### config.mk
export PLATFORM = sky130hd
export DESIGN_NAME = hwq_back
export DESIGN_NICKNAME = d
export VERILOG_FILES = /design/src/rtl/hwq_pkg.sv /design/src/rtl/hwq_back.sv
export SDC_FILE = /design/constraint.sdc
export NUM_CORES = 1
export LEC_CHECK = 0
export ABC_AREA = 1
export BUFFER_PORTS_ARGS = -buffer_cell sky130_fd_sc_hd__buf_2
export CORE_MARGIN = 3
export CORE_UTILIZATION = 35
export CTS_CLUSTER_SIZE = 14
export DETAILED_ROUTE_END_ITERATION = 10
export GPL_ROUTABILITY_DRIVEN = 0
export GPL_TIMING_DRIVEN = 0
export SYNTH_ARGS = -nofsm -noshare
export SYNTH_HDL_FRONTEND = slang
export SYNTH_SLANG_ARGS = --single-unit
### constraint.sdc
create_clock -name clk_i -period 11.4 [get_ports clk_i]
set_input_delay 0.57 -clock clk_i [delete_from_list [all_inputs] [get_ports clk_i]]
set_output_delay 0.57 -clock clk_i [all_outputs]
set_load 0.01 [all_outputs]
### src/rtl/hwq_pkg.sv
// shared types and constants of the haar wavelet quantizer
package hwq_pkg;

  localparam int unsigned PIX_W      = 8;
  localparam int unsigned DIM_W      = 13;
  localparam int unsigned CNT_W      = 12;
  localparam int unsigned BLK_W      = 11;
  localparam int unsigned RECIP_W    = 17;
  localparam int unsigned CFG_IDX_W  = 4;
  localparam int unsigned CFG_DATA_W = 17;
  localparam int unsigned MAX_DIM    = 4096;
  localparam int unsigned QUEUE_DEPTH = 4;

  localparam logic [CFG_IDX_W-1:0] REG_IMAGE_WIDTH    = 4'd0;
  localparam logic [CFG_IDX_W-1:0] REG_IMAGE_HEIGHT   = 4'd1;
  localparam logic [CFG_IDX_W-1:0] REG_DETAIL_RECIP   = 4'd2;
  localparam logic [CFG_IDX_W-1:0] REG_DIAGONAL_RECIP = 4'd3;

  localparam logic [DIM_W-1:0]   RST_IMAGE_WIDTH  = 13'd256;
  localparam logic [DIM_W-1:0]   RST_IMAGE_HEIGHT = 13'd256;
  localparam logic [RECIP_W-1:0] RST_RECIP        = 17'd3277;

  typedef enum logic [1:0] {
    BAND_AVG  = 2'd0,
    BAND_ROW  = 2'd1,
    BAND_COL  = 2'd2,
    BAND_DIAG = 2'd3
  } hwq_band_e;

  typedef enum logic [1:0] {
    KIND_STORE = 2'd0,
    KIND_LEFT  = 2'd1,
    KIND_RIGHT = 2'd2
  } hwq_kind_e;

  typedef struct packed {
    logic [DIM_W-1:0]   image_width;
    logic [DIM_W-1:0]   image_height;
    logic [RECIP_W-1:0] detail_recip;
    logic [RECIP_W-1:0] diagonal_recip;
  } hwq_cfg_t;

  typedef struct packed {
    logic [PIX_W-1:0] upper_left;
    logic [PIX_W-1:0] upper_right;
    logic [PIX_W-1:0] lower_left;
    logic [PIX_W-1:0] lower_right;
    logic [BLK_W-1:0] block_row;
    logic [BLK_W-1:0] block_col;
    logic             last_of_frame;
  } hwq_block_t;

endpackage

### src/rtl/hwq_back.sv
// back end: four results per block, one quantizer multiply per unstalled cycle
module hwq_back (
  input  logic                clk_i,
  input  logic                rst_ni,
  input  hwq_pkg::hwq_cfg_t   cfg_i,
  input  logic                blk_valid_i,
  output logic                blk_ready_o,
  input  hwq_pkg::hwq_block_t blk_i,
  output logic                out_valid_o,
  input  logic                out_ready_i,
  output logic [7:0]          coefficient_o,
  output logic [1:0]          band_o,
  output logic [10:0]         block_row_o,
  output logic [10:0]         block_col_o,
  output logic                last_of_block_o,
  output logic                last_of_frame_o
);
  import hwq_pkg::*;

  localparam int unsigned ProdW = 30;
  localparam logic signed [ProdW-1:0] QuantOffset = 30'sd16777216;

  hwq_block_t  e_q;
  logic        e_valid_q;
  hwq_band_e   k_q;

  logic              out_valid_q;
  logic [PIX_W-1:0]  coef_q;
  hwq_band_e         band_q;
  logic [BLK_W-1:0]  br_q, bc_q;
  logic              lob_q, lof_q;

  logic                    load, pop;
  logic signed [10:0]      pa, pb, pc, pd, diff;
  logic [9:0]              sum;
  logic [RECIP_W:0]        rc;
  logic signed [ProdW-1:0] prod, t;
  logic [11:0]             v;
  logic [PIX_W-1:0]        coef;

  assign load        = e_valid_q && (!out_valid_q || out_ready_i);
  assign pop         = !e_valid_q || (load && k_q == BAND_DIAG);
  assign blk_ready_o = pop;

  always_comb begin
    pa  = signed'({3'b000, e_q.upper_left});
    pb  = signed'({3'b000, e_q.upper_right});
    pc  = signed'({3'b000, e_q.lower_left});
    pd  = signed'({3'b000, e_q.lower_right});
    sum = 10'(e_q.upper_left) + 10'(e_q.upper_right)
        + 10'(e_q.lower_left) + 10'(e_q.lower_right);
    // diagonal uses a 2^16 scale, so its recip is doubled onto the 2^17 scale
    case (k_q)
      BAND_ROW: begin
        diff = pa + pb - pc - pd;
        rc   = {1'b0, cfg_i.detail_recip};
      end
      BAND_COL: begin
        diff = pa - pb + pc - pd;
        rc   = {1'b0, cfg_i.detail_recip};
      end
      BAND_DIAG: begin
        diff = pa - pb - pc + pd;
        rc   = {cfg_i.diagonal_recip, 1'b0};
      end
      default: begin
        diff = '0;
        rc   = '0;
      end
    endcase
    prod = ProdW'(diff) * signed'(ProdW'(rc));
    t    = prod + QuantOffset;
    v    = t[28:17];
    if (k_q == BAND_AVG) begin
      coef = sum[9:2];
    end else if (t[ProdW-1]) begin
      coef = '0;
    end else if (v > 12'd255) begin
      coef = 8'd255;
    end else begin
      coef = v[PIX_W-1:0];
    end
  end

  always_ff @(posedge clk_i or negedge rst_ni) begin
    if (!rst_ni) begin
      e_valid_q   <= 1'b0;
      k_q         <= BAND_AVG;
      out_valid_q <= 1'b0;
    end else begin
      if (pop) begin
        e_valid_q <= blk_valid_i;
        k_q       <= BAND_AVG;
      end else if (load) begin
        k_q <= hwq_band_e'(k_q + 2'd1);
      end
      if (load) begin
        out_valid_q <= 1'b1;
      end else if (out_ready_i) begin
        out_valid_q <= 1'b0;
      end
    end
  end

  always_ff @(posedge clk_i) begin
    if (pop && blk_valid_i) begin
      e_q <= blk_i;
    end
    if (load) begin
      coef_q <= coef;
      band_q <= k_q;
      br_q   <= e_q.block_row;
      bc_q   <= e_q.block_col;
      lob_q  <= (k_q == BAND_DIAG);
      lof_q  <= (k_q == BAND_DIAG) && e_q.last_of_frame;
    end
  end

  assign out_valid_o     = out_valid_q;
  assign coefficient_o   = coef_q;
  assign band_o          = band_q;
  assign block_row_o     = br_q;
  assign block_col_o     = bc_q;
  assign last_of_block_o = lob_q;
  assign last_of_frame_o = lof_q;

`ifndef SYNTHESIS
  assert property (@(posedge clk_i) disable iff (!rst_ni)
    out_valid_o && last_of_frame_o |-> band_o == BAND_DIAG)
    else $error("frame end flagged off the diagonal band");

  assert property (@(posedge clk_i) disable iff (!rst_ni)
    out_valid_o && out_ready_i && band_o != BAND_DIAG
      |=> out_valid_o && band_o == $past(band_o) + 2'd1)
    else $error("block results broken up or out of order");
`endif

endmodule

# After elaboration in Yosys (flattened, before gate mapping)
# Index checks and enable logic that the tools add are counted.
# op_classes
addsub	13
mul	1
order_cmp	1
eq_ne	3
mux	9
reduce_logical	12
# ops
op	n
$pmux 18 s2	1
$pmux 11 s3	1
$add 30x26->30 const B	1
$mul 11x19->30	1
$mux 8	3
$add 8x8->9	2
$gt 12x8->1 const B	1
$add 10x9->11	1
$sub 10x9->11	1
$sub 11x9->11	1
$add 10x8->10	1
$add 9x8->10	1
$add 9x9->10	1
$sub 9x8->10	1
$sub 9x9->10	1
$sub 8x8->9	1
$eq 2x2->1 const B	2
$logic_and 1x1->1	4
$mux 2	2
$reduce_bool 2->1	2
$add 2x1->2 const B	1
$eq 2x1->1 const B	1
$logic_not 1->1	2
$logic_not 2->1	1
other kinds (3)	5
# totals
ff_bits	93
inputBits	119
output_inout_bits	36
wordCells	55

# Logic depth before layout (Yosys ltp)
# logic_depth
ltp_word	10
ltp_mapped	53

# Worst setup path after synthesis
# Ideal clock, no wire load.
# synth_path
path_kind	register to register
startpoint	register e_q[47] (netlist bit)
endpoint	register coef_q[7] (netlist: coefficient_o[7]) (data pin)
setup_time_ns	0.256
arrival_ns	7.692
required_ns	11.144
setup_slack_ns	3.452
path_stages_with_launch	50
synth_period_minus_slack_ns	7.948
cell_sequence	edfxtp_1 -> inv_1 -> ha_1 -> inv_1 -> fa_1 -> nand3_1 -> nand2_1 -> a31oi_1 -> xnor2_1 -> ha_1 -> nand2_1 -> inv_1 -> nand2_1 -> nand3_1 -> nand2_1 -> nand2_1 -> o21ai_0 -> ha_1 -> [... 14 more ...] -> fa_1 -> inv_1 -> fa_1 -> inv_1 -> ha_1 -> nand2_1 -> nor2_1 -> nand2_1 -> nor2_1 -> nand2_1 -> nand3_1 -> nand2_1 -> nand2_1 -> nand2_1 -> nor2_4 -> nand3_1 -> nand2_1 -> nand2_1
# synth_between
elab_chain_len	10
word_cells_on_any_way	18
cone_classes	12 x add/sub; 1 x mul; 1 x order compare; 4 x mux
# synth_rtl
element	line	text
start: declaration	hwq_back.sv:23	hwq_block_t e_q;
start signal: assignment	hwq_back.sv:107	e_q <= blk_i;
$sub 8x8->9 or $add 8x8->9 (tied branches)	-	
$add 9x9->10, or another cell as far along	hwq_back.sv:59	diff = pa - pb + pc - pd;
$sub 11x9->11, or another cell as far along	hwq_back.sv:59	
$pmux 11 s3	hwq_back.sv:53	case (k_q)
$mul 11x19->30	hwq_back.sv:71	prod = ProdW'(diff) * signed'(ProdW'(rc));
$add 30x26->30	hwq_back.sv:72	t = prod + QuantOffset;
$gt 12x8->1	hwq_back.sv:78	end else if (v > 12'd255) begin
$mux 8	hwq_back.sv:78	
$mux 8	hwq_back.sv:76	end else if (t[ProdW-1]) begin
$mux 8 (*)	hwq_back.sv:74	if (k_q == BAND_AVG) begin
via coef[7]	hwq_back.sv:39	logic [PIX_W-1:0] coef;
end signal: assignment	hwq_back.sv:110	coef_q <= coef;
end: declaration	hwq_back.sv:28	logic [PIX_W-1:0] coef_q;
# Mark *: on every way through the listed nets, which the timed path passes. The rest lies on a longest branch.
# A chain may end at the register's enable or synchronous reset.

# Final worst setup path
# Same ends and word-level chain as after synthesis.

==> summary.txt <==
Placed Cells: 2154
Final Core Density: 39.92%
Number of max-cap violations: 0
Die Wd: 198.9 um
Post-route clock period utilization: 83.20%
Most frequent cell after synthesis: inv_1
Vias: 10.56k
Antenna Cells: 0
Minimum clock period: 9484 ps
Synth top area cells: fa_1 (27%), edfxtp_1 (21%), ha_1 (13%), inv_1 (10%), nand2_1 (9.0%)
Vias in the first global route: 10.84k
HPWL after DPL: 29.26 mm
CP required: 11490 ps
Startpoint types: register
# fillers: 3754
Slew headroom: 18.66%
Proportion of layout cells with a drive suffix above 1: 11.46%
Drt first pass iters: 5
ANT nets after route: 0
Starting density of the core: 35.59%
Avg Inst Size Synth: 8.374 um^2
Area Overhead vs Synth: 12.17%
Net count, final: 2129
Total grt overflow: 0
Post-synth top flop: edfxtp_1
DR iter-0 viols: 677
Total CTS buffers: 9
Postcts setup bufs: 0
Clk_lat worst skew: 340 ps
Ports: 155
CP Class: reg2reg
Clock slew at reported path FFs: 70 ps
Tightest Pin Transition: 1216 ps
Achievable frequency: 105.4 MHz
Synth Register Bits: 93
H-tree Lvls: 3
Worst setup EP type: register
Global-route wire length before repair: 55.69 mm
Register area share after synthesis: 21.28%
CP dominant cell by count: nand2_1
WL per Instance: 15.79 um
DRC: 0
Setup TNS: 0 ps
Mapped Nets: 1988
Vias per cell: 4.868
Die Height: 198.9 um
Port Buffers: 128
Root Driver: clkbuf_16
Final setup viols: 0
Fin. Hold Viols: 0
Filler-free cell count of the finished design: 2170
Crit-path max FO: 10
Fin. max-slew vios: 0
Post-synth EDFFs: 89
Count of cell types in the netlist: 44
Signal arrival time at the worst endpoint: 9580 ps
Gate Count Post-Synth: 1556
Slowest stage delay, CP: 550 ps
Post-synth top cells: inv_1 (363), nand2_1 (312), fa_1 (177), nor2_1 (153), ha_1 (136)
TritonCTS clock tree: yes
Outcome: finished, final reports clean
Post-synth ARST share: 4.301%
Clock skew: 6.263 ps
# rows: 70
Critical-path top delay cell: fa_1
Top-area cell type share of the netlist area: 27.19%
RSZ-0062 raised after global routing: false
Syn. warnings: 0
Initial antenna violation count: 0
Hold Crit Class: in2async
CTS sink cnt: 93
Post-CTS Resized: 0
Core area: 36610 um^2
Largest net degree at the start of global routing: 34
Cell taking the most area after synthesis: fa_1
Drt total wl: 34.27 mm
Die footprint: 39580 um^2
Clock buffer depth: 2
GRT Overall Usage: 17.93%
Cell area after synthesis: 13030 um^2
Hold Buf Count CTS: 0
## sequential cells by signal, indices dropped and copies added, names as in the netlist
signal / count
coefficient_o: 8
last_of_block_o: 1
out_valid_o: 1
last_of_frame_o: 1
block_row_o: 11
block_col_o: 11
e_q: 55
k_q: 2
band_o: 2
e_valid_q: 1
## path summary, 6_finish.rpt
| check | cells after the start | endpoint | startpoint | slack, ps |
|---|---|---|---|---|
| max in group asynchronous | 1 | k_q[1] | rst_ni | 11240 |
| setup / recovery | 39 | coefficient_o[7] | e_q[47] | 1920 |
| hold reg to reg | 0 | block_row_o[6] | e_q[18] | 420 |
| min in group clk_i | 1 | e_q[15] | blk_i[15] | 390 |
| hold / removal | 1 | e_valid_q | rst_ni | 20 |
| setup reg to reg | 39 | coefficient_o[7] | e_q[47] | 1920 |
## layer usage
| metal | share of wire (%) | track usage [%] | up-vias |
|---|---|---|---|
| met5 | 0 | 0 | - |
| met4 | 4.0 | 6.897 | 0 |
| met3 | 8.5 | 3.642 | 59 |
| met2 | 43 | 27.64 | 389 |
| met1 | 45 | 24.92 | 5012 |
| li1 | - | - | 5103 |
## stage by stage
| stage | worst slack (ps) | hold WS, ps | cell area [um^2] |
|---|---|---|---|
| 6_report | 1916 | 24.32 | 14620 |
| 5_1_grt | 1222 | 10.65 | 14620 |
| 4_1_cts | 1967 | 11.37 | 14620 |
| 3_5_place_dp | 2022 | 389.8 | 14310 |
| 3_3_place_gp | 2105 | 388.2 | 14260 |
| 2_1_floorplan | 3452 | 274.4 | 13030 |
## cells by family after synthesis
logic type | count (synthesis) | share of synthesized area (%)
adders and majority gates | 313 | 40.25
buffers and inverters | 390 | 11.46
AOI/OAI and AO/OA | 145 | 6.491
and+or+nand+nor | 595 | 19.18
xor gates and xnor gates | 20 | 1.344
DFF | 93 | 21.28
## cells in the final DEF, fill, tap and decap left out, types with 8 or more instances in the layout
cell type  count
nand2_1      312
a21oi_1       68
clkbuf_16      9
nand3_1       77
edfxtp_1      89
inv_1        363
o21ai_0       24
xnor2_1        8
fa_1         177
nand4_1       13
buf_2        133
nor2_2        13
xor2_1        12
a22oi_1       17
ha_1         136
nor2_1       151
clkbuf_1      11
## critical path, delay by kind of cell (launching register included)
family | cells | cell delay [ps]
buffers and inverters | 9 | 1130
AOI/OAI and AO/OA | 5 | 1250
adders and majority gates | 10 | 4300
DFF | 1 | 360
xor gates and xnor gates | 1 | 310
and+or+nand+nor | 14 | 1920
## cell type report
class	count	area, um^2	area share (%)
plain buffers	19	100.1	0.6849
repair buffers	130	680.7	4.657
inverters	371	1393	9.528
multi-input cells	1073	8780	60.07
well taps	468	585.6	4.007
clock inverters	7	78.83	0.5393
clock buffers	9	225.2	1.541
flip-flops and latches	93	2773	18.97
Power is left out: the tool's default activity adds up to more than one toggle a clock period on the data nets, which glitch-free logic cannot reach.
