$ cat config.mk
export PLATFORM = sky130hd
export DESIGN_NAME = hwq_queue
export DESIGN_NICKNAME = d
export VERILOG_FILES = /design/src/rtl/hwq_pkg.sv /design/src/rtl/hwq_queue.sv
export SDC_FILE = /design/constraint.sdc
export NUM_CORES = 1
export LEC_CHECK = 0
export ABC_AREA = 1
export BUFFER_PORTS_ARGS = -buffer_cell sky130_fd_sc_hd__buf_2
export CAP_MARGIN = 20
export CELL_PAD_IN_SITES_DETAIL_PLACEMENT = 2
export CELL_PAD_IN_SITES_GLOBAL_PLACEMENT = 2
export CORE_ASPECT_RATIO = 1.75
export CORE_MARGIN = 3
export CORE_UTILIZATION = 25
export CTS_CLUSTER_SIZE = 25
export DETAILED_ROUTE_END_ITERATION = 8
export PLACE_DENSITY_LB_ADDON = 0.25
export SYNTH_ARGS = -nofsm -noshare
export SYNTH_HDL_FRONTEND = slang
export SYNTH_SLANG_ARGS = --single-unit
export TNS_END_PERCENT = 30
$ cat constraint.sdc
create_clock -name clk_i -period 3.7 [get_ports clk_i]
set_clock_uncertainty 0.05 [all_clocks]
set_input_delay 0.555 -clock clk_i [delete_from_list [all_inputs] [get_ports clk_i]]
set_output_delay 0.555 -clock clk_i [all_outputs]
set_load 0.005 [all_outputs]
$ cat src/rtl/hwq_pkg.sv
// shared types and constants of the haar wavelet quantizer
package hwq_pkg;

  localparam int unsigned PIX_W      = 8;
  localparam int unsigned DIM_W      = 13;
  localparam int unsigned CNT_W      = 12;
  localparam int unsigned BLK_W      = 11;
  localparam int unsigned RECIP_W    = 17;
  localparam int unsigned CFG_IDX_W  = 4;
  localparam int unsigned CFG_DATA_W = 17;
  localparam int unsigned MAX_DIM    = 4096;
  localparam int unsigned QUEUE_DEPTH = 4;

  localparam logic [CFG_IDX_W-1:0] REG_IMAGE_WIDTH    = 4'd0;
  localparam logic [CFG_IDX_W-1:0] REG_IMAGE_HEIGHT   = 4'd1;
  localparam logic [CFG_IDX_W-1:0] REG_DETAIL_RECIP   = 4'd2;
  localparam logic [CFG_IDX_W-1:0] REG_DIAGONAL_RECIP = 4'd3;

  localparam logic [DIM_W-1:0]   RST_IMAGE_WIDTH  = 13'd256;
  localparam logic [DIM_W-1:0]   RST_IMAGE_HEIGHT = 13'd256;
  localparam logic [RECIP_W-1:0] RST_RECIP        = 17'd3277;

  typedef enum logic [1:0] {
    BAND_AVG  = 2'd0,
    BAND_ROW  = 2'd1,
    BAND_COL  = 2'd2,
    BAND_DIAG = 2'd3
  } hwq_band_e;

  typedef enum logic [1:0] {
    KIND_STORE = 2'd0,
    KIND_LEFT  = 2'd1,
    KIND_RIGHT = 2'd2
  } hwq_kind_e;

  typedef struct packed {
    logic [DIM_W-1:0]   image_width;
    logic [DIM_W-1:0]   image_height;
    logic [RECIP_W-1:0] detail_recip;
    logic [RECIP_W-1:0] diagonal_recip;
  } hwq_cfg_t;

  typedef struct packed {
    logic [PIX_W-1:0] upper_left;
    logic [PIX_W-1:0] upper_right;
    logic [PIX_W-1:0] lower_left;
    logic [PIX_W-1:0] lower_right;
    logic [BLK_W-1:0] block_row;
    logic [BLK_W-1:0] block_col;
    logic             last_of_frame;
  } hwq_block_t;

endpackage

$ cat src/rtl/hwq_queue.sv
// short block queue between front and back ends
module hwq_queue (
  input  logic                clk_i,
  input  logic                rst_ni,
  input  logic                push_valid_i,
  output logic                push_ready_o,
  input  hwq_pkg::hwq_block_t push_data_i,
  output logic                pop_valid_o,
  input  logic                pop_ready_i,
  output hwq_pkg::hwq_block_t pop_data_o
);
  import hwq_pkg::*;

  localparam int unsigned PtrW = $clog2(QUEUE_DEPTH);
  localparam int unsigned CntW = $clog2(QUEUE_DEPTH + 1);

  hwq_block_t      entry_q [QUEUE_DEPTH];
  logic [PtrW-1:0] wptr_q, rptr_q;
  logic [CntW-1:0] count_q;
  logic            push, pop;

  assign push_ready_o = (count_q != CntW'(QUEUE_DEPTH));
  assign pop_valid_o  = (count_q != '0);
  assign push         = push_valid_i && push_ready_o;
  assign pop          = pop_valid_o && pop_ready_i;
  assign pop_data_o   = entry_q[rptr_q];

  always_ff @(posedge clk_i or negedge rst_ni) begin
    if (!rst_ni) begin
      wptr_q  <= '0;
      rptr_q  <= '0;
      count_q <= '0;
    end else begin
      if (push) begin
        wptr_q <= (wptr_q == PtrW'(QUEUE_DEPTH - 1)) ? '0 : wptr_q + PtrW'(1);
      end
      if (pop) begin
        rptr_q <= (rptr_q == PtrW'(QUEUE_DEPTH - 1)) ? '0 : rptr_q + PtrW'(1);
      end
      if (push && !pop) begin
        count_q <= count_q + CntW'(1);
      end else if (pop && !push) begin
        count_q <= count_q - CntW'(1);
      end
    end
  end

  always_ff @(posedge clk_i) begin
    if (push) begin
      entry_q[wptr_q] <= push_data_i;
    end
  end

`ifndef SYNTHESIS
  assert property (@(posedge clk_i) disable iff (!rst_ni)
    count_q <= CntW'(QUEUE_DEPTH))
    else $error("queue occupancy above depth");

  assert property (@(posedge clk_i) disable iff (!rst_ni)
    push && count_q == '0 |=> pop_valid_o)
    else $error("pushed transaction not visible at queue head");
`endif

endmodule

# Word level (Yosys, flattened, before mapping)

Memories as Yosys holds them, arrays and structs flattened.
Index checks and enable logic that the tools add are counted.

Register bits: 7
Memory bits (writable): 220
Bits of input ports: 59
Output and inout bits: 57
Logic and storage cells: 25
Memories kept: 1

Memories:

| name    | depth | bits a word | rd ports | clocked after Yosys merged registers in | wr ports | RTL line        | source |
|---|---|---|---|---|---|---|---|
| entry_q | 4     | 55          | 1        | 0                                       | 1        | hwq_queue.sv:17 | `hwq_block_t entry_q [QUEUE_DEPTH];` |

Add/sub/neg operators: 4
Equality and inequality tests: 3
Multiplexer cells: 6
Reductions and logical operators: 8

Operator list:

| kind                  | count |
|---|---|
| $mux W3               | 2 |
| $add A2 B1 Y2 const B | 2 |
| $eq A2 B2 Y1 const B  | 2 |
| $logic_and A1 B1 Y1   | 4 |
| $mux W2               | 2 |
| $add A3 B1 Y3 const B | 1 |
| $ne A3 B3 Y1 const B  | 1 |
| $reduce_bool A3 Y1    | 1 |
| $sub A3 B1 Y3 const B | 1 |
| $logic_not A1 Y1      | 2 |
| $mux W1               | 2 |
| $reduce_bool A2 Y1    | 1 |

# Depth between registers and ports, before layout

Gate-level depths: netlist of run 1.

Word-level depth: 6
Mapped depth: 12

# Least setup slack after synthesis of run 1

No wires, ideal clock.

Path kind: reg2reg
Start: reg count_q[0]
End: mem entry_q[0][0] (netlist bit), enable pin
Setup time: 0.468 ns
Arrival: 3.066 ns
Required time: 3.182 ns
Setup slack: 0.116 ns
Cell stages (with the launch flop): 5
Cell sequence: dfrtp_1 -> inv_2 -> nand3_1 -> nand2_1 -> nor2_1

Word-level cells in the longest chain between the ends: 4

Ends and longest elaborated chain:

| what                          | RTL line        | source |
|---|---|---|
| start: declaration            | hwq_queue.sv:19 | `logic [CntW-1:0] count_q;` |
| start signal: assignment      | hwq_queue.sv:41 | `count_q <= count_q + CntW'(1);` |
| start signal: assignment      | hwq_queue.sv:43 | `count_q <= count_q - CntW'(1);` |
| $ne A3 B3 Y1                  | hwq_queue.sv:22 | `assign push_ready_o = (count_q != CntW'(QUEUE_DEPTH));` |
| named net push_ready_o        | hwq_queue.sv:6  | `output logic push_ready_o,` |
| $logic_and A1 B1 Y1           | hwq_queue.sv:24 | `assign push = push_valid_i && push_ready_o;` |
| $mux W1                       | hwq_queue.sv:49 | `if (push) begin` |
| $mux W1 (implied by the code) | hwq_queue.sv:50 | `entry_q[wptr_q] <= push_data_i;` |
| end: declaration              | hwq_queue.sv:17 |  |

The timed path passes the listed nets, and every way through them passes these cells.

==> results.yml, run 1 <==
status:
  status: "finished, final reports clean"
clock_network:
  clock-sinks: 227
  clock_latency_ns: 0.52
  cts_root_buf: "clkbuf_16"
  clkTransAtPathRegs_ns: 0.06
  htreeDepth: 1
  cts_setup_buffers: 0
  numCtsBuffers: 23
  cts_tree: "done"
  cts_buffer_depth: 3
  cts_resized: 0
power_and_ir_drop:
  p_seq_frac: 0.411
  switching_share: 0.349
  power_frac_comb: 0.334
  power.switching_uw: 3050
  powerDensity_nw_per_um2: 775
  pwr-share-clk: 0.255
  power.internal_uw: 5700
  power.leakage_uw: 0.00440
  ir_worst_vdd_v: 0.000594
detailed_routing:
  totalWireLength_mm: 23.4
  drt_first_iter_violations: 197
  vias: 5685
  drt-vias-per-instance: 4.32
  wire_per_inst_um: 17.8
  drt-pass1-iter-count: 4
  drc: 0
  final_antenna_net_count: 0
worst_hold_path:
  hold_start: "push_data_i[36]"
  holdCritPathClass: "in -> reg"
logic_synthesis:
  synth_area_sq_um: 9530
  syn_nets: 766
  synth_warnings: 0
  yosysSeqAreaShare: 0.711
  syn_avg_cell_area_sq_um: 13.6
  syn_inst: 700
  yosysTopAreaCellShare: 0.693
  synth_seq_cells: 227
  synth_cell_types: 20
  yosysTopAreaCell: "edfxtp_1"
  synth_area_leaders: "edfxtp_1 69%, o211ai_2 7.2%, nand2_1 7.1%"
grt:
  grt_max_degree: 104
  antenna_found_initial: 2
  grt_pass1_vias: 6365
  grtUsageTotal: 0.115
  grt_pass1_wl_mm: 36.3
  overflow: 0
worst_setup_path:
  cp.required_ns: 3.09
  crit_start: "rptr_q[0]"
  cp-end-kind: "primary output"
  path_class: "reg -> out"
  cp_max_fo: 103
  cp_data_arrival_time_ns: 2.15
  crit_path_start_kind: "register"
  reg2reg_from: "count_q[0]"
final_layout:
  regArea_sq_um: 6790
  drive_gt1_frac: 0.263
  nFillCells: 4016
  fin_cells: 1315
  synthToLayoutAreaGrowth_pct: 18.4
  nets: 881
  multi_input_area_sq_um: 1980
  fin_util: 0.300
timing:
  slew_viol_final: 0
  min_period_ns: 2.75
  max_clock_freq_mhz: 363
  tns_ns: 0
  hold_ws_ns: 0.204
  fin_ws_ns: 0.945
  grt_setup_unrepaired: "false"
  worst_pin_slew_ns: 0.582
  fin_crit_sh: 0.745
  finalHoldViolCount: 0
  setup_viol: 0
  relSlewSlack: 0.612
die:
  die_area_sq_um: 40600
  initial_utilization: 0.253
  coreArea_sq_um: 37600
  dieHeight_um: 264
  die_x_um: 154
  ios: 116
  rows: 94
place:
  post-place-cells: 1269
  port_buffers: 115
  gp_routability_congestion: 0.673
  dp_hpwl_mm: 14.4
  preCtsSetupSlack_ns: 1.45
flow_run:
  drv_cap: 0
[worst paths after layout]
check                                       to  slack (ns)  depth (start not counted)
worst max-delay path            pop_data_o[12]        0.95                          5
worst min-delay path            entry_q[2][36]        0.20                          1
worst max register to register      count_q[1]        1.54                          9
worst min register to register      count_q[2]        0.49                          2
max in group asynchronous            rptr_q[0]        3.03                          2
min in group asynchronous            wptr_q[1]        0.36                          2
[power groups by stage]
stage	registers, uW	logic, uW	clock network, uW
finish	3600	2920	2230
global route	3650	3360	2420
CTS	3610	3100	2330
detailed placement	3670	3090	0
global placement	3640	3050	0
floorplan	3580	2050	0
[cell families (layout without fill, tap and decap cells)]
family / after synthesis / in the layout / synth area share
XOR/XNOR: 1 / 1 / 0.000919
AO/OA/AOI/OAI: 111 / 111 / 0.116
other: 0 / 3 / 0
adder cells (fa/ha/maj): 7 / 7 / 0.00997
AND/OR/NAND/NOR: 194 / 194 / 0.0776
buffers and inverters: 160 / 292 / 0.0841
flip-flops: 227 / 227 / 0.711
[routing by layer]
metal / vias to the layer above / global-route usage / share of wire
met5: - / 0 / 0.00021
met4: 2 / 0.0337 / 0.018
met3: 24 / 0.0210 / 0.041
met2: 86 / 0.224 / 0.56
met1: 2913 / 0.125 / 0.38
li1: 2660 / - / -
[cells in the mapped netlist]
library cell  number
fa_1               1
o211ai_1          55
edfxtp_1         220
nand2_1          180
nand4_1            1
nor2_1             6
dfrtp_1            7
nand3_1            7
buf_4              5
inv_2              2
buf_12             1
o211ai_2          55
buf_8              1
buf_2             10
xnor2_1            1
inv_1            121
o21ai_0            1
buf_6             19
ha_1               6
clkinv_1           1
[repair_timing]
action                                 CTS  global route
setup endpoints to repair                0             0
endpoints found under the hold margin    7             0
hold buffers                             1             0
[per-stage QoR]
stage,power [uW],cell area [sq um]
6_report,8750,11300
5_1_grt,9430,11300
4_1_cts,9040,11300
3_5_place_dp,6760,10600
3_3_place_gp,6690,10600
2_1_floorplan,5630,9530
[critical path: stages, from the launching register on]
cell and delay (ns):
dfrtp_4 0.61, buf_12 0.38, nand2_1 0.11, o211ai_1 0.11
nand2_1 0.11, buf_2 0.14
[area by class of cell]
cell class	instances	share of cell area
antenna	3	0.000665
clock buffer	26	0.0520
clock inverter	16	0.0110
inverter	124	0.0412
multi-input combinational	313	0.175
sequential	227	0.601
tap	480	0.0532
timing repair buffer	126	0.0652
[sequential cells by signal, summed over array words and instances (netlist names)]
signal and flops:
rptr_q 2, count_q 3, wptr_q 2, entry_q 220
[cell usage in the layout (no fill, tap or decap), types with 2 or more instances in the layout]
cell type / synthesis / final
edfxtp_1: 220 / 220
nand2_1: 180 / 180
inv_1: 121 / 121
buf_2: 10 / 115
o211ai_1: 55 / 55
o211ai_2: 55 / 55
clkbuf_16: 0 / 23
clkinv_1: 1 / 9
nand3_1: 7 / 7
ha_1: 6 / 6
buf_12: 1 / 6
clkinv_2: 0 / 5
dfrtp_1: 7 / 5
nor2_4: 0 / 4
buf_4: 5 / 4
diode_2: 0 / 3
clkbuf_1: 0 / 3
inv_2: 2 / 2
nor2_1: 6 / 2
bufinv_16: 0 / 2
dfrtp_4: 0 / 2
No activity file was read; power rests on OpenSTA's default activity.
==> run 2: changes to the inputs <==
==> constraint.sdc (replaced) <==
create_clock -name clk_i -period 2.65 [get_ports clk_i]
set_clock_uncertainty 0.05 [all_clocks]
set_input_delay 0.3975 -clock clk_i [delete_from_list [all_inputs] [get_ports clk_i]]
set_output_delay 0.3975 -clock clk_i [all_outputs]
set_load 0.005 [all_outputs]
==> run 2 against run 1 <==
Effect of this change: global-route usage barely moved; cell count rose by 0.61%; first-iteration DRC count rose by 3.6%; total power rose by 45%; count of clock-buffer cells in the layout rose by 3; worst setup slack got worse by 0.75 ns; critical path type unchanged; sequential share of layout area fell by 0.91 points.
==> results.yml, run 2 (synthesized netlist as in run 1, its figures left out) <==
worst_setup_path:
  cp.required_ns: 2.20
  path_class: "reg -> out"
  reg2reg_from: "count_q[1]"
  cp_max_fo: 57
  r2r_setup_slack_ns: 0.74
  cp-end-kind: "primary output"
  rr_worst_depth: 11
  crit_path_start_kind: "register"
  cp_data_arrival_time_ns: 2.01
  reg2reg_to: "count_q[2]"
detailed_routing:
  drt-vias-per-instance: 4.33
  totalWireLength_mm: 23.5
  drt-pass1-iter-count: 4
  drc: 0
  vias: 5727
  wire_per_inst_um: 17.8
  drt_first_iter_violations: 204
  final_antenna_net_count: 0
die:
  rows: 94
  dieHeight_um: 264
  initial_utilization: 0.253
  die_area_sq_um: 40600
  die_x_um: 154
  ios: 116
  coreArea_sq_um: 37600
final_layout:
  largest_reg_flops: 220
  drive_gt1_frac: 0.274
  synthToLayoutAreaGrowth_pct: 20.2
  top_regs: "entry_q (220), count_q (3)"
  final_common_cell: "edfxtp_1"
  final_cell_mix: "220 x edfxtp_1, 180 x nand2_1, 121 x inv_1"
  largest-register: "entry_q"
  nFillCells: 4064
  nets: 889
  fin_cells: 1323
  fin_util: 0.305
worst_hold_path:
  holdCritPathClass: "in -> reg"
  min_path_cells: 1
  hold_start: "push_data_i[44]"
  holdPathEnd: "entry_q[1][44]"
power_and_ir_drop:
  power_frac_comb: 0.333
  power.leakage_uw: 0.00449
  power.switching_uw: 4350
  pwr-share-clk: 0.273
  power.internal_uw: 8370
  ir_worst_vdd_v: 0.000530
  switching_share: 0.342
  powerDensity_nw_per_um2: 1110
  p_seq_frac: 0.394
place:
  dp_hpwl_mm: 14.5
  port_buffers: 115
  post-place-cells: 1276
  gp_routability_congestion: 0.707
flow_run:
  drv_cap: 0
clock_network:
  numCtsBuffers: 24
  clock_latency_ns: 0.52
  clkTransAtPathRegs_ns: 0.06
  cts_resized: 0
  cts_tree: "done"
  cts_setup_buffers: 0
  cts_buffer_depth: 3
  cts_root_buf: "clkbuf_16"
  clock-sinks: 227
  htreeDepth: 1
  hold_buffers: 1
timing:
  max_clock_freq_mhz: 407
  relSlewSlack: 0.682
  min_period_ns: 2.46
  worst_pin_slew_ns: 0.476
  slew_viol_final: 0
  hold_ws_ns: 0.0372
  setup_viol: 0
  fin_crit_sh: 0.927
  finalHoldViolCount: 0
  grt_setup_unrepaired: "false"
grt:
  grt_max_degree: 58
  grt_pass1_vias: 6448
  overflow: 0
  grtUsageTotal: 0.115
  antenna_found_initial: 2
  grt_pass1_wl_mm: 36.3
status:
  status: "finished, final reports clean"
## run 2: cell count changes in the layout (fill, tap and decap cells not counted)
cell       before  now
buf_4           4    9
clkinv_1        9    5
buf_12          6    8
bufinv_16       2    4
clkbuf_16      23   25
clkbuf_1        3    4
clkinv_2        5    6
inv_6           1    0
## run 2: worst max path at each step
stage | endpoint | cells past startpoint | from
CTS | pop_data_o[21] | 5 | rptr_q[0]
global placement | pop_data_o[21] | 5 | rptr_q[0]
global route | pop_data_o[50] | 5 | rptr_q[0]
finish | pop_data_o[21] | 5 | rptr_q[0]
detailed placement | pop_data_o[21] | 5 | rptr_q[0]
floorplan | entry_q[0][0] | 4 | count_q[0]
## run 2: final cells by class
class	instances	area, sq um	area share
antenna	3	7.51	0.000655
inverter	124	465	0.0406
clock buffer	29	641	0.0559
tap	480	601	0.0524
timing repair buffer	133	813	0.0710
sequential	227	6790	0.592
clock inverter	14	165	0.0144
multi-input combinational	313	1980	0.173
## run 2: per-stage QoR
step	total power, uW	setup WS (ns)	cell area, sq um	TNS [ns]
2_1_floorplan	7850	-0.0614	9540	-13.51
3_3_place_gp	9450	0.694	10600	0
3_5_place_dp	9550	0.678	10600	0
4_1_cts	13100	0.116	11500	0
5_1_grt	13700	0.00721	11500	0
6_report	12700	0.193	11500	0
## run 2: worst max-delay path, cell delays in order (launching register included)
cell and delay (ns):
dfrtp_4 0.67, buf_12 0.32, nand2_1 0.10, o211ai_1 0.09, nand2_1 0.13, buf_2 0.15
## run 2: power groups by stage
stage,combinational [uW],clock [uW],sequential (uW)
after floorplan,2870,0,4980
after global placement,4380,0,5070
after detailed placement,4450,0,5100
after CTS,4470,3600,5030
after global routing,4830,3740,5080
final,4240,3470,5010
## run 2: routing by layer
layer,vias to the layer above,share of wire,track usage
li1,2670,-,-
met2,83,0.58,0.229
met3,35,0.037,0.0202
met5,-,0,0
met1,2939,0.36,0.118
met4,0,0.026,0.0399
